<file path="src/hw/rtl/lane_snap_pointer_selector_macros.svh">
// assertion macros for the lane snap pointer selector
`ifndef LANE_SNAP_POINTER_SELECTOR_MACROS_SVH
`define LANE_SNAP_POINTER_SELECTOR_MACROS_SVH

// clocked assertion, masked while reset is high
`define LSPS_ASSERT(label, clk, rst, prop, msg) \
  label: assert property (@(posedge clk) disable iff (rst) prop) else $error(msg);

// clocked assertion that also holds during reset
`define LSPS_ASSERT_ALWAYS(label, clk, prop, msg) \
  label: assert property (@(posedge clk) prop) else $error(msg);

`endif

</file>
<file path="src/hw/rtl/lsps_pkg.sv">
`timescale 1ns / 1ps
package lsps_pkg;

  localparam int LSPS_MAX_POINTS = 16;

  localparam int PX_W   = 15;
  localparam int PT_W   = 19;
  localparam int POS_W  = 22;
  localparam int MAG_W  = 22;
  localparam int SQ_W   = 44;
  localparam int WGT_W  = 12;
  localparam int SUM_W  = 57;
  localparam int TOL_W  = 12;

  localparam int NUM_W  = 27;
  localparam int QUO_W  = 20;
  localparam int DIV_ROUND = 127;
  // divide by 254 as a halving, then a multiply by the reciprocal of 127
  localparam int RCP_W     = 27;
  localparam int DIV_RECIP = 67637281;
  localparam int DIV_SHIFT = 33;

  localparam logic [1:0] OP_MOVE_X = 2'd0;
  localparam logic [1:0] OP_MOVE_Y = 2'd1;
  localparam logic [1:0] OP_APPEND = 2'd2;
  localparam logic [1:0] OP_CLEAR  = 2'd3;

  localparam logic [2:0] REG_TARGET_LEFT   = 3'd0;
  localparam logic [2:0] REG_TARGET_TOP    = 3'd1;
  localparam logic [2:0] REG_TARGET_WIDTH  = 3'd2;
  localparam logic [2:0] REG_TARGET_HEIGHT = 3'd3;
  localparam logic [2:0] REG_LANE_TOL      = 3'd4;
  localparam logic [2:0] REG_X_WEIGHT      = 3'd5;
  localparam logic [2:0] REG_Y_WEIGHT      = 3'd6;

  typedef struct packed {
    logic busy;
    logic done;
  } unit_stat_t;

  function automatic logic signed [PX_W-1:0] sat_px(input logic signed [POS_W-1:0] a);
    logic signed [PX_W-1:0] r;
    if (a < -POS_W'(16384)) r = -PX_W'(16384);
    else if (a > POS_W'(16383)) r = PX_W'(16383);
    else r = a[PX_W-1:0];
    return r;
  endfunction

  function automatic logic signed [PX_W-1:0] round_px(input logic signed [POS_W-1:0] a);
    logic [POS_W-1:0] m;
    logic [POS_W:0] t;
    logic signed [POS_W-1:0] r;
    m = a[POS_W-1] ? POS_W'(-a) : POS_W'(a);
    t = (POS_W+1)'(m) + (POS_W+1)'(8);
    r = $signed(POS_W'(t >> 4));
    if (a[POS_W-1]) r = -r;
    return sat_px(r);
  endfunction

  function automatic logic [MAG_W-1:0] abs_diff(input logic signed [POS_W-1:0] a,
                                                input logic signed [POS_W-1:0] b);
    logic signed [POS_W:0] d;
    d = (POS_W+1)'(a) - (POS_W+1)'(b);
    return d[POS_W] ? MAG_W'(-d) : MAG_W'(d);
  endfunction

endpackage

</file>
<file path="src/hw/rtl/lane_snap_pointer_selector.sv">
`timescale 1ns / 1ps
`include "lane_snap_pointer_selector_macros.svh"
// Lane snap pointer selector. Turns 7-bit controller moves into a virtual
// pointer inside the target rectangle and snaps the cursor to one of up to
// MAX_POINTS stored points, preferring points on the locked lane. One
// transaction is worked at a time; in_stall is high while it runs. An append
// or clear needs only the output hand-off when a result is given. A move
// places the virtual coordinate through the divider (the divide by 254 is a
// reciprocal multiply), then, with points stored, runs the lane scan and,
// when no point is on the lane, the weighted-distance scan, which runs one
// shared multiplier four times per point; the pick and emit states deliver
// the result. A last point costs the weighted scan without the divide.
// Results sit in an output register, so a new transaction is taken while
// one waits.
module lane_snap_pointer_selector import lsps_pkg::*; #(
  parameter int MAX_POINTS = LSPS_MAX_POINTS
) (
  input  logic                   clk,
  input  logic                   rst,
  input  logic                   cfg_write,
  input  logic [2:0]             cfg_index,
  input  logic [14:0]            cfg_data,
  input  logic                   in_valid,
  output logic                   in_stall,
  input  logic [1:0]             opcode,
  input  logic [6:0]             ctrl_value,
  input  logic signed [PT_W-1:0] point_x,
  input  logic signed [PT_W-1:0] point_y,
  input  logic                   last_point,
  output logic                   out_valid,
  input  logic                   out_stall,
  output logic signed [PX_W-1:0] cursor_x,
  output logic signed [PX_W-1:0] cursor_y,
  output logic                   point_chosen,
  output logic [3:0]             chosen_index
);

  localparam int AW = $clog2(MAX_POINTS);
  localparam int CW = $clog2(MAX_POINTS + 1);
  localparam int RW = 2 * PT_W;

  typedef enum logic [3:0] {
    ST_IDLE, ST_DIV, ST_SCAN_RD, ST_SCAN_CHK, ST_W_RD, ST_W_LOAD, ST_W_RUN,
    ST_PICK, ST_EMIT
  } state_t;

  typedef enum logic [1:0] {AX_NONE, AX_X, AX_Y} axis_t;

  state_t state;
  axis_t  last_axis;

  logic signed [PX_W-1:0] target_left, target_top;
  logic [14:0]            target_width, target_height;
  logic [7:0]             lane_tolerance;
  logic [WGT_W-1:0]       x_weight, y_weight;

  logic signed [POS_W-1:0] virt_x, virt_y, lock_x, lock_y;
  logic signed [PX_W-1:0]  cur_x, cur_y;
  logic [CW-1:0]           point_count;
  logic                    list_closed;
  logic                    chosen_valid;
  logic [AW-1:0]           chosen_entry;
  logic                    move_y;
  logic [AW-1:0]           idx;
  logic                    found;
  logic [AW-1:0]           best;
  logic [MAG_W-1:0]        best_d, best_off;
  logic [SUM_W-1:0]        best_w;
  logic signed [POS_W-1:0] best_x, best_y, cand_x, cand_y;

  logic                    accept, has_target, idx_last;
  logic [CW-1:0]           cnt_eff;
  logic                    ram_we;
  logic [RW-1:0]           rdata;
  logic signed [POS_W-1:0] rd_x, rd_y;
  logic [TOL_W-1:0]        tol16;
  logic [MAG_W-1:0]        lane_off, lane_d;
  logic                    lane_hit, lane_better;
  logic [WGT_W-1:0]        wx_eff, wy_eff;
  logic                    div_start, dist_start;
  unit_stat_t              div_stat, dist_stat;
  logic [QUO_W-1:0]        quotient;
  logic [SUM_W-1:0]        dist_sum;
  logic signed [POS_W-1:0] move_pos;
  logic signed [PX_W-1:0]  clr_x, clr_y;

  assign in_stall   = (state != ST_IDLE);
  assign accept     = in_valid && !in_stall;
  assign has_target = (target_width != '0) && (target_height != '0);
  assign cnt_eff    = list_closed ? '0 : point_count;
  assign ram_we     = accept && (opcode == OP_APPEND) && has_target
                      && (cnt_eff < CW'(MAX_POINTS));
  assign idx_last   = (CW'(idx) + CW'(1)) == point_count;

  lsps_ram #(.WIDTH(RW), .DEPTH(MAX_POINTS)) u_ram (
    .clk   (clk),
    .we    (ram_we),
    .waddr (cnt_eff[AW-1:0]),
    .wdata ({point_x, point_y}),
    .raddr (idx),
    .rdata (rdata)
  );

  assign rd_x = POS_W'($signed(rdata[RW-1:PT_W]));
  assign rd_y = POS_W'($signed(rdata[PT_W-1:0]));

  // lane tolerance clamped to 1..128, in sixteenths
  always_comb begin
    if (lane_tolerance == 8'd0) tol16 = TOL_W'(16);
    else if (lane_tolerance > 8'd128) tol16 = TOL_W'(2048);
    else tol16 = {lane_tolerance[7:0], 4'b0};
  end

  assign lane_off = (last_axis == AX_X) ? abs_diff(rd_y, lock_y) : abs_diff(rd_x, lock_x);
  assign lane_d   = (last_axis == AX_X) ? abs_diff(rd_x, virt_x) : abs_diff(rd_y, virt_y);
  assign lane_hit = lane_off <= MAG_W'(tol16);
  assign lane_better = !found || (lane_d < best_d) || (lane_d == best_d && lane_off < best_off);

  assign wx_eff = (x_weight == '0) ? WGT_W'(1) : x_weight;
  assign wy_eff = (y_weight == '0) ? WGT_W'(1) : y_weight;

  assign div_start  = accept && (opcode == OP_MOVE_X || opcode == OP_MOVE_Y) && has_target;
  assign dist_start = (state == ST_W_LOAD);

  lsps_div u_div (
    .clk      (clk),
    .rst      (rst),
    .start    (div_start),
    .value    (ctrl_value),
    .size     (opcode == OP_MOVE_Y ? target_height : target_width),
    .stat     (div_stat),
    .quotient (quotient)
  );

  lsps_dist u_dist (
    .clk   (clk),
    .rst   (rst),
    .start (dist_start),
    .dx    (abs_diff(rd_x, virt_x)),
    .dy    (abs_diff(rd_y, virt_y)),
    .wx    (wx_eff),
    .wy    (wy_eff),
    .stat  (dist_stat),
    .sum   (dist_sum)
  );

  assign move_pos = POS_W'($signed({(move_y ? target_top : target_left), 4'b0}))
                    + POS_W'($signed({2'b0, quotient}));
  assign clr_x = sat_px(POS_W'(target_left) + POS_W'($signed({1'b0, target_width[14:1]})));
  assign clr_y = sat_px(POS_W'(target_top) + POS_W'($signed({1'b0, target_height[14:1]})));

  always_ff @(posedge clk) begin
    if (rst) begin
      state          <= ST_IDLE;
      last_axis      <= AX_NONE;
      target_left    <= '0;
      target_top     <= '0;
      target_width   <= '0;
      target_height  <= '0;
      lane_tolerance <= 8'd8;
      x_weight       <= WGT_W'(256);
      y_weight       <= WGT_W'(256);
      virt_x         <= '0;
      virt_y         <= '0;
      lock_x         <= '0;
      lock_y         <= '0;
      cur_x          <= '0;
      cur_y          <= '0;
      point_count    <= '0;
      list_closed    <= 1'b0;
      chosen_valid   <= 1'b0;
      chosen_entry   <= '0;
      out_valid      <= 1'b0;
      found          <= 1'b0;
      idx            <= '0;
    end else begin
      if (cfg_write) begin
        unique case (cfg_index)
          REG_TARGET_LEFT:   target_left    <= cfg_data;
          REG_TARGET_TOP:    target_top     <= cfg_data;
          REG_TARGET_WIDTH:  target_width   <= cfg_data;
          REG_TARGET_HEIGHT: target_height  <= cfg_data;
          REG_LANE_TOL:      lane_tolerance <= cfg_data[7:0];
          REG_X_WEIGHT:      x_weight       <= cfg_data[WGT_W-1:0];
          REG_Y_WEIGHT:      y_weight       <= cfg_data[WGT_W-1:0];
          default: ;
        endcase
      end

      if (out_valid && !out_stall && state != ST_EMIT) out_valid <= 1'b0;

      unique case (state)
        ST_IDLE: begin
          if (accept) begin
            unique case (opcode) inside
              OP_MOVE_X, OP_MOVE_Y: begin
                move_y <= (opcode == OP_MOVE_Y);
                if (has_target) state <= ST_DIV;
              end
              OP_APPEND: begin
                if (list_closed) begin
                  list_closed  <= 1'b0;
                  chosen_valid <= 1'b0;
                  chosen_entry <= '0;
                  last_axis    <= AX_NONE;
                end
                point_count <= cnt_eff;
                if (has_target) begin
                  if (ram_we) point_count <= cnt_eff + CW'(1);
                  if (last_point) begin
                    list_closed <= 1'b1;
                    last_axis   <= AX_NONE;
                    lock_x      <= POS_W'($signed({cur_x, 4'b0}));
                    lock_y      <= POS_W'($signed({cur_y, 4'b0}));
                    idx         <= '0;
                    found       <= 1'b0;
                    state       <= ST_W_RD;
                  end
                end
              end
              default: begin
                point_count  <= '0;
                list_closed  <= 1'b0;
                last_axis    <= AX_NONE;
                chosen_valid <= 1'b0;
                chosen_entry <= '0;
                cur_x        <= clr_x;
                cur_y        <= clr_y;
                virt_x       <= POS_W'($signed({clr_x, 4'b0}));
                virt_y       <= POS_W'($signed({clr_y, 4'b0}));
                lock_x       <= POS_W'($signed({clr_x, 4'b0}));
                lock_y       <= POS_W'($signed({clr_y, 4'b0}));
                if (has_target) state <= ST_EMIT;
              end
            endcase
          end
        end
        ST_DIV: begin
          if (div_stat.done) begin
            if (move_y) begin
              virt_y    <= move_pos;
              lock_y    <= move_pos;
              last_axis <= AX_Y;
            end else begin
              virt_x    <= move_pos;
              lock_x    <= move_pos;
              last_axis <= AX_X;
            end
            idx   <= '0;
            found <= 1'b0;
            if (point_count != '0) begin
              state <= ST_SCAN_RD;
            end else begin
              chosen_valid <= 1'b0;
              chosen_entry <= '0;
              if (move_y) cur_y <= round_px(move_pos);
              else cur_x <= round_px(move_pos);
              state <= ST_EMIT;
            end
          end
        end
        ST_SCAN_RD: state <= ST_SCAN_CHK;
        ST_SCAN_CHK: begin
          if (lane_hit && lane_better) begin
            found    <= 1'b1;
            best     <= idx;
            best_d   <= lane_d;
            best_off <= lane_off;
            best_x   <= rd_x;
            best_y   <= rd_y;
          end
          if (idx_last) begin
            idx <= '0;
            if (found || lane_hit) state <= ST_PICK;
            else state <= ST_W_RD;
          end else begin
            idx   <= idx + AW'(1);
            state <= ST_SCAN_RD;
          end
        end
        ST_W_RD: state <= ST_W_LOAD;
        ST_W_LOAD: begin
          cand_x <= rd_x;
          cand_y <= rd_y;
          state  <= ST_W_RUN;
        end
        ST_W_RUN: begin
          if (dist_stat.done) begin
            if (!found || dist_sum < best_w) begin
              found  <= 1'b1;
              best   <= idx;
              best_w <= dist_sum;
              best_x <= cand_x;
              best_y <= cand_y;
            end
            if (idx_last) begin
              state <= ST_PICK;
            end else begin
              idx   <= idx + AW'(1);
              state <= ST_W_RD;
            end
          end
        end
        ST_PICK: begin
          chosen_valid <= 1'b1;
          chosen_entry <= best;
          cur_x        <= round_px(best_x);
          cur_y        <= round_px(best_y);
          state        <= ST_EMIT;
        end
        ST_EMIT: begin
          if (!out_valid || !out_stall) begin
            out_valid    <= 1'b1;
            cursor_x     <= cur_x;
            cursor_y     <= cur_y;
            point_chosen <= chosen_valid;
            chosen_index <= chosen_valid ? 4'(chosen_entry) : 4'd0;
            state        <= ST_IDLE;
          end
        end
        default: state <= ST_IDLE;
      endcase
    end
  end

  `LSPS_ASSERT(a_result_from_emit, clk, rst, $rose(out_valid) |-> $past(state == ST_EMIT), "result not from emit")
  `LSPS_ASSERT(a_count_bound, clk, rst, point_count <= CW'(MAX_POINTS), "point count overflow")
  `LSPS_ASSERT(a_index_zero, clk, rst, (out_valid && !point_chosen) |-> (chosen_index == 4'd0), "index without point")
  `LSPS_ASSERT_ALWAYS(a_reset_idle, clk, (!rst && $past(rst)) |-> (state == ST_IDLE && !out_valid), "not idle after reset")

endmodule

</file>
<file path="src/hw/rtl/lsps_ram.sv">
`timescale 1ns / 1ps
module lsps_ram #(
  parameter int WIDTH = 38,
  parameter int DEPTH = 16
) (
  input  logic                     clk,
  input  logic                     we,
  input  logic [$clog2(DEPTH)-1:0] waddr,
  input  logic [WIDTH-1:0]         wdata,
  input  logic [$clog2(DEPTH)-1:0] raddr,
  output logic [WIDTH-1:0]         rdata
);

  logic [WIDTH-1:0] mem [DEPTH];

  always_ff @(posedge clk) begin
    if (we) mem[waddr] <= wdata;
    rdata <= mem[raddr];
  end

endmodule

</file>
<file path="src/hw/rtl/lsps_div.sv">
`timescale 1ns / 1ps
module lsps_div import lsps_pkg::*; (
  input  logic              clk,
  input  logic              rst,
  input  logic              start,
  input  logic [6:0]        value,
  input  logic [14:0]       size,
  output unit_stat_t        stat,
  output logic [QUO_W-1:0]  quotient
);

  localparam int PRD_W = NUM_W - 1 + RCP_W;

  logic [NUM_W-1:0] num;
  logic [QUO_W-1:0] quo;
  logic             busy;
  logic             done;
  logic [21:0]      vs;
  logic [PRD_W-1:0] prod;

  assign vs   = 22'(value) * 22'(size);
  assign prod = PRD_W'(num[NUM_W-1:1]) * PRD_W'(DIV_RECIP);

  always_ff @(posedge clk) begin
    if (rst) begin
      busy <= 1'b0;
      done <= 1'b0;
    end else begin
      done <= 1'b0;
      if (start) begin
        num  <= NUM_W'({vs, 5'b0}) + NUM_W'(DIV_ROUND);
        busy <= 1'b1;
      end else if (busy) begin
        quo  <= prod[DIV_SHIFT +: QUO_W];
        busy <= 1'b0;
        done <= 1'b1;
      end
    end
  end

  assign quotient = quo;
  assign stat = '{busy: busy, done: done};

endmodule

</file>
<file path="src/hw/rtl/lsps_dist.sv">
`timescale 1ns / 1ps
module lsps_dist import lsps_pkg::*; (
  input  logic              clk,
  input  logic              rst,
  input  logic              start,
  input  logic [MAG_W-1:0]  dx,
  input  logic [MAG_W-1:0]  dy,
  input  logic [WGT_W-1:0]  wx,
  input  logic [WGT_W-1:0]  wy,
  output unit_stat_t        stat,
  output logic [SUM_W-1:0]  sum
);

  logic [MAG_W-1:0]      dxr, dyr;
  logic [WGT_W-1:0]      wxr, wyr;
  logic [1:0]            step;
  logic                  busy, done;
  logic [SQ_W-1:0]       sq;
  logic [SUM_W-1:0]      acc;
  logic [SQ_W-1:0]       mul_a;
  logic [MAG_W-1:0]      mul_b;
  logic [SQ_W+MAG_W-1:0] prod;

  // one shared multiplier: dx*dx, *wx, dy*dy, *wy
  always_comb begin
    case (step)
      2'd0: begin
        mul_a = SQ_W'(dxr);
        mul_b = dxr;
      end
      2'd1: begin
        mul_a = sq;
        mul_b = MAG_W'(wxr);
      end
      2'd2: begin
        mul_a = SQ_W'(dyr);
        mul_b = dyr;
      end
      default: begin
        mul_a = sq;
        mul_b = MAG_W'(wyr);
      end
    endcase
  end

  assign prod = (SQ_W+MAG_W)'(mul_a) * (SQ_W+MAG_W)'(mul_b);

  always_ff @(posedge clk) begin
    if (rst) begin
      busy <= 1'b0;
      done <= 1'b0;
      step <= '0;
    end else begin
      done <= 1'b0;
      if (start) begin
        dxr  <= dx;
        dyr  <= dy;
        wxr  <= wx;
        wyr  <= wy;
        step <= '0;
        busy <= 1'b1;
      end else if (busy) begin
        case (step)
          2'd0: sq <= prod[SQ_W-1:0];
          2'd1: acc <= SUM_W'(prod);
          2'd2: sq <= prod[SQ_W-1:0];
          default: begin
            acc  <= acc + SUM_W'(prod);
            busy <= 1'b0;
            done <= 1'b1;
          end
        endcase
        step <= step + 2'd1;
      end
    end
  end

  assign sum = acc;
  assign stat = '{busy: busy, done: done};

endmodule

</file>
<file path="config.mk">
export PLATFORM = sky130hd
export DESIGN_NAME = lane_snap_pointer_selector
export DESIGN_NICKNAME = d
export VERILOG_FILES = /design/src/hw/rtl/lsps_pkg.sv /design/src/hw/rtl/lane_snap_pointer_selector.sv /design/src/hw/rtl/lsps_ram.sv /design/src/hw/rtl/lsps_div.sv /design/src/hw/rtl/lsps_dist.sv
export VERILOG_INCLUDE_DIRS = /design/src /design/src/hw/rtl
export SDC_FILE = /design/constraint.sdc
export NUM_CORES = 2
export LEC_CHECK = 0
export BUFFER_PORTS_ARGS = -buffer_cell sky130_fd_sc_hd__buf_2
export CORE_MARGIN = 2
export CORE_UTILIZATION = 30
export DETAILED_ROUTE_END_ITERATION = 16
export SKIP_CTS_REPAIR_TIMING = 1
export SYNTH_ARGS = -nofsm -noshare
export SYNTH_HDL_FRONTEND = slang
export SYNTH_SLANG_ARGS = --single-unit
</file>
<file path="constraint.sdc">
create_clock -name clk -period 13.8 [get_ports clk]
set_clock_uncertainty 0.1 [all_clocks]
set_input_delay 1.38 -clock clk [delete_from_list [all_inputs] [get_ports clk]]
set_output_delay 1.38 -clock clk [all_outputs]
set_load 0.02 [all_outputs]
</file>
==> metrics.txt <==
cell mode on critical path=fa_1; global-route wire length before repair=433000 um; status=finished clean; Placed Cells incl. Taps=between 10000 and 15000; Fillers=33700; fin crit period=12.49 ns; Post-Layout Cell Count=14200; startpoint types=register; # H-tree levels=4; Post-synth EDFFs=1036; Root Buffer=clkbuf_16; TNS Setup=0 ns; Reg2Reg Setup Slack=between 1 and 1.5 ns; Vias=69700; final-stage net count=11200; power share of the clock group=0.231; I/O pin count=108; clk buf depth=3; GR Overflow Total=0; Peak Freq=80.1 MHz; Int Pwr=between 10 and 15 mW; Seq cells post-synth=between 1000 and 1500; Critical Path Max Stage Delay=0.59 ns; Comb power frac=0.484; top_reg_cell synth=edfxtp_1; # port buffers=107; period utilization=0.905; vias per cell=4.92; critical path required time=14.26 ns; clk slew on worst S/H paths=0.06 ns; Seq/Total Area, Yosys=0.365; most frequent cells in the layout=1292 x inv_1, 1176 x nand2_1, 1036 x edfxtp_1; initial DRC count=5924; Synth async-reset ratio=0; effective utilization at floorplan=0.301; Setup CP Type=reg2reg; largest net degree at the start of global routing=83; hold path startpoint=u_div.busy$_SDFF_PP0_; VDD IR-drop max=0.431 mV; Sinks on Clock Net=1313; Hold WS=0.351 ns; static leakage=roughly 45 nW; sequential power share=0.286; switching share of power=0.378; RSZ-0062 raised after global routing=no; R2R Path End=u_dist.sum[52]$_DFFE_PP_; pwr dens=between 100 and 150 mW/mm^2; dpl hpwl=218000 um; DRC=0; gp weighted congestion=roughly 0.96; Slew Viols, Final=0; Num CTS Buffers=143; Mapped Avg Cell Area=around 11 um^2; Critical Path AT=12.94 ns; Max Cap Viol=0; Layout area overhead=11.1%; post-route ant nets=0; DR WL/cell=20.0 um; slew of the pin with the lowest slew margin=1.32 ns; share of layout cells above drive strength 1=0.0829; core area=approximately 0.33 mm^2; commonest non-fill, non-tap cell in the layout=inv_1; Fin. Hold Viols=0; hold path cells=1; hold crit path type=reg2reg; cells after synthesis=9477; Cell Area, Synth=0.100 mm^2; CP max stage cell=fa_1; CP Max Fanout=49; cells on worst reg2reg path=43; die height=582 um; DIE AREA=roughly 0.34 mm^2; endpoints failing setup=0; CTS tree=done; GRT Overall Usage=0.167; die width=slightly below 600 um; num rows=212; initial antenna violation count=54; Yosys cell types=120; reg-to-reg startpoint=u_dist.step[0]$_SDFFE_PN0P_; Synth Warn #=0; clock latency on the worst-skew pair=0.83 ns; drt first pass iters=6; P_sw=6.25 mW; type of destination of the critical path=register; Rel. slew slack=0.118; end of the worst hold path=u_div.done$_SDFF_PP0_; vias in the first global route=69400; final wirelength=284000 um
per-layer routing:
layer | global-route usage | wire, um | vias up
li1 | - | - | 32400
met1 | 0.223 | 122000 | 34700
met2 | 0.269 | 131000 | 2150
met3 | 0.0268 | 17900 | 481
met4 | 0.0660 | 11700 | 36
met5 | 0 | 231 | -
sequential cells by signal (all words and copies together) (netlist names), 19 cells and up:
| signal | flops |
|---|---|
| u_ram.mem | 608 |
| u_ram.rdata | 38 |
| u_div.num | 22 |
| best_w | 57 |
| u_dist.dyr | 22 |
| best_x | 19 |
| u_dist.sq | 44 |
| lock_y | 22 |
| best_y | 19 |
| best_off | 22 |
| u_div.quotient | 20 |
| u_dist.dxr | 22 |
| virt_x | 22 |
| cand_x | 19 |
| best_d | 22 |
| virt_y | 22 |
| cand_y | 19 |
| u_dist.sum | 57 |
| lock_x | 22 |
worst max path at each step:
stage / start / endpoint / slack, ns
floorplan: u_dist.step[0]$_SDFFE_PN0P_ / u_dist.sum[56]$_DFFE_PP_ / 2.97
global placement: u_dist.step[0]$_SDFFE_PN0P_ / u_dist.sum[56]$_DFFE_PP_ / 1.40
detailed placement: u_dist.step[0]$_SDFFE_PN0P_ / u_dist.sum[54]$_DFFE_PP_ / 1.33
CTS: u_dist.step[0]$_SDFFE_PN0P_ / u_dist.sum[56]$_DFFE_PP_ / 1.34
global route: u_dist.step[0]$_SDFFE_PN0P_ / u_dist.sum[56]$_DFFE_PP_ / 0.34
finish: u_dist.step[0]$_SDFFE_PN0P_ / u_dist.sum[52]$_DFFE_PP_ / 1.31
worst max-delay path, delay by kind of cell (launching register included):
kind            cells  cell delay (ns)
fa+ha+maj          10             4.81
compound gates     19             3.78
simple gates        7             2.08
buf+inv             5             0.73
flops               1             0.44
xor+xnor            2             0.29
through the flow:
step | utilization | area [um^2] | worst slack (ns) | power (mW)
finish | 0.335 | 111000 | 1.31 | 16.5
global route | 0.334 | 111000 | 0.340 | 17.9
CTS | 0.334 | 111000 | 1.34 | 16.6
detailed placement | 0.320 | 107000 | 1.33 | 12.7
global placement | 0.320 | 107000 | 1.40 | 12.7
floorplan | - | 101000 | 2.97 | 11.0
cells in the mapped netlist, types with 24 or more instances:
cell type / instances / area share
a31oi_1: 42 / 0.0026
and2_1: 90 / 0.0056
xnor2_1: 300 / 0.026
nor2b_1: 72 / 0.0045
o31ai_1: 34 / 0.0025
nor4_1: 49 / 0.0031
fa_1: 908 / 0.18
a22oi_1: 24 / 0.0018
dfxtp_1: 277 / 0.055
ha_1: 640 / 0.080
nand3_1: 101 / 0.0050
buf_1: 30 / 0.0011
nor3_1: 122 / 0.0061
nand2b_1: 79 / 0.0049
nand2_1: 1176 / 0.044
o21a_1: 54 / 0.0040
a311oi_1: 30 / 0.0026
mux4_2: 190 / 0.043
o211ai_1: 42 / 0.0031
mux2_2: 65 / 0.0073
clkbuf_1: 334 / 0.012
nor2_1: 765 / 0.029
nand4_1: 48 / 0.0030
o21bai_1: 45 / 0.0034
and3_1: 33 / 0.0021
a21oi_1: 487 / 0.024
inv_1: 1292 / 0.048
edfxtp_1: 1036 / 0.31
mux2i_1: 45 / 0.0045
o21ai_0: 252 / 0.013
a21o_1: 163 / 0.012
or3_1: 36 / 0.0022
o22ai_1: 31 / 0.0019
xor2_1: 143 / 0.012
a211oi_1: 58 / 0.0043
area by class of cell:
type	instances	area [um^2]	share of cell area
Antenna cell	36	90.1	0.000808
Timing Repair Buffer	206	1290	0.0116
Multi-Input combinational cell	6663	58400	0.524
Inverter	1297	4870	0.0437
Clock buffer	189	3940	0.0353
Sequential cell	1313	36700	0.329
Tap cell	4387	5490	0.0492
Clock inverter	71	761	0.00682
power by group through the flow:
| stage | logic (mW) | registers (mW) | clock network [mW] |
|---|---|---|---|
| global placement | 7.88 | 4.80 | 0 |
| finish | 7.98 | 4.71 | 3.81 |
| CTS | 7.97 | 4.71 | 3.89 |
| global route | 9.10 | 4.71 | 4.04 |
| detailed placement | 7.88 | 4.80 | 0 |
| floorplan | 6.25 | 4.76 | 0 |
logic make-up after synthesis:
logic type	Yosys count	share of synthesized area
other	2	0.0000748
DFF	1313	0.365
AOI/OAI and AO/OA	1486	0.0967
muxes	300	0.0544
and+or+nand+nor	2705	0.120
adders and majority gates	1550	0.261
buffers and inverters	1674	0.0630
xor gates and xnor gates	447	0.0394
Power figures use the tool's default switching activity.
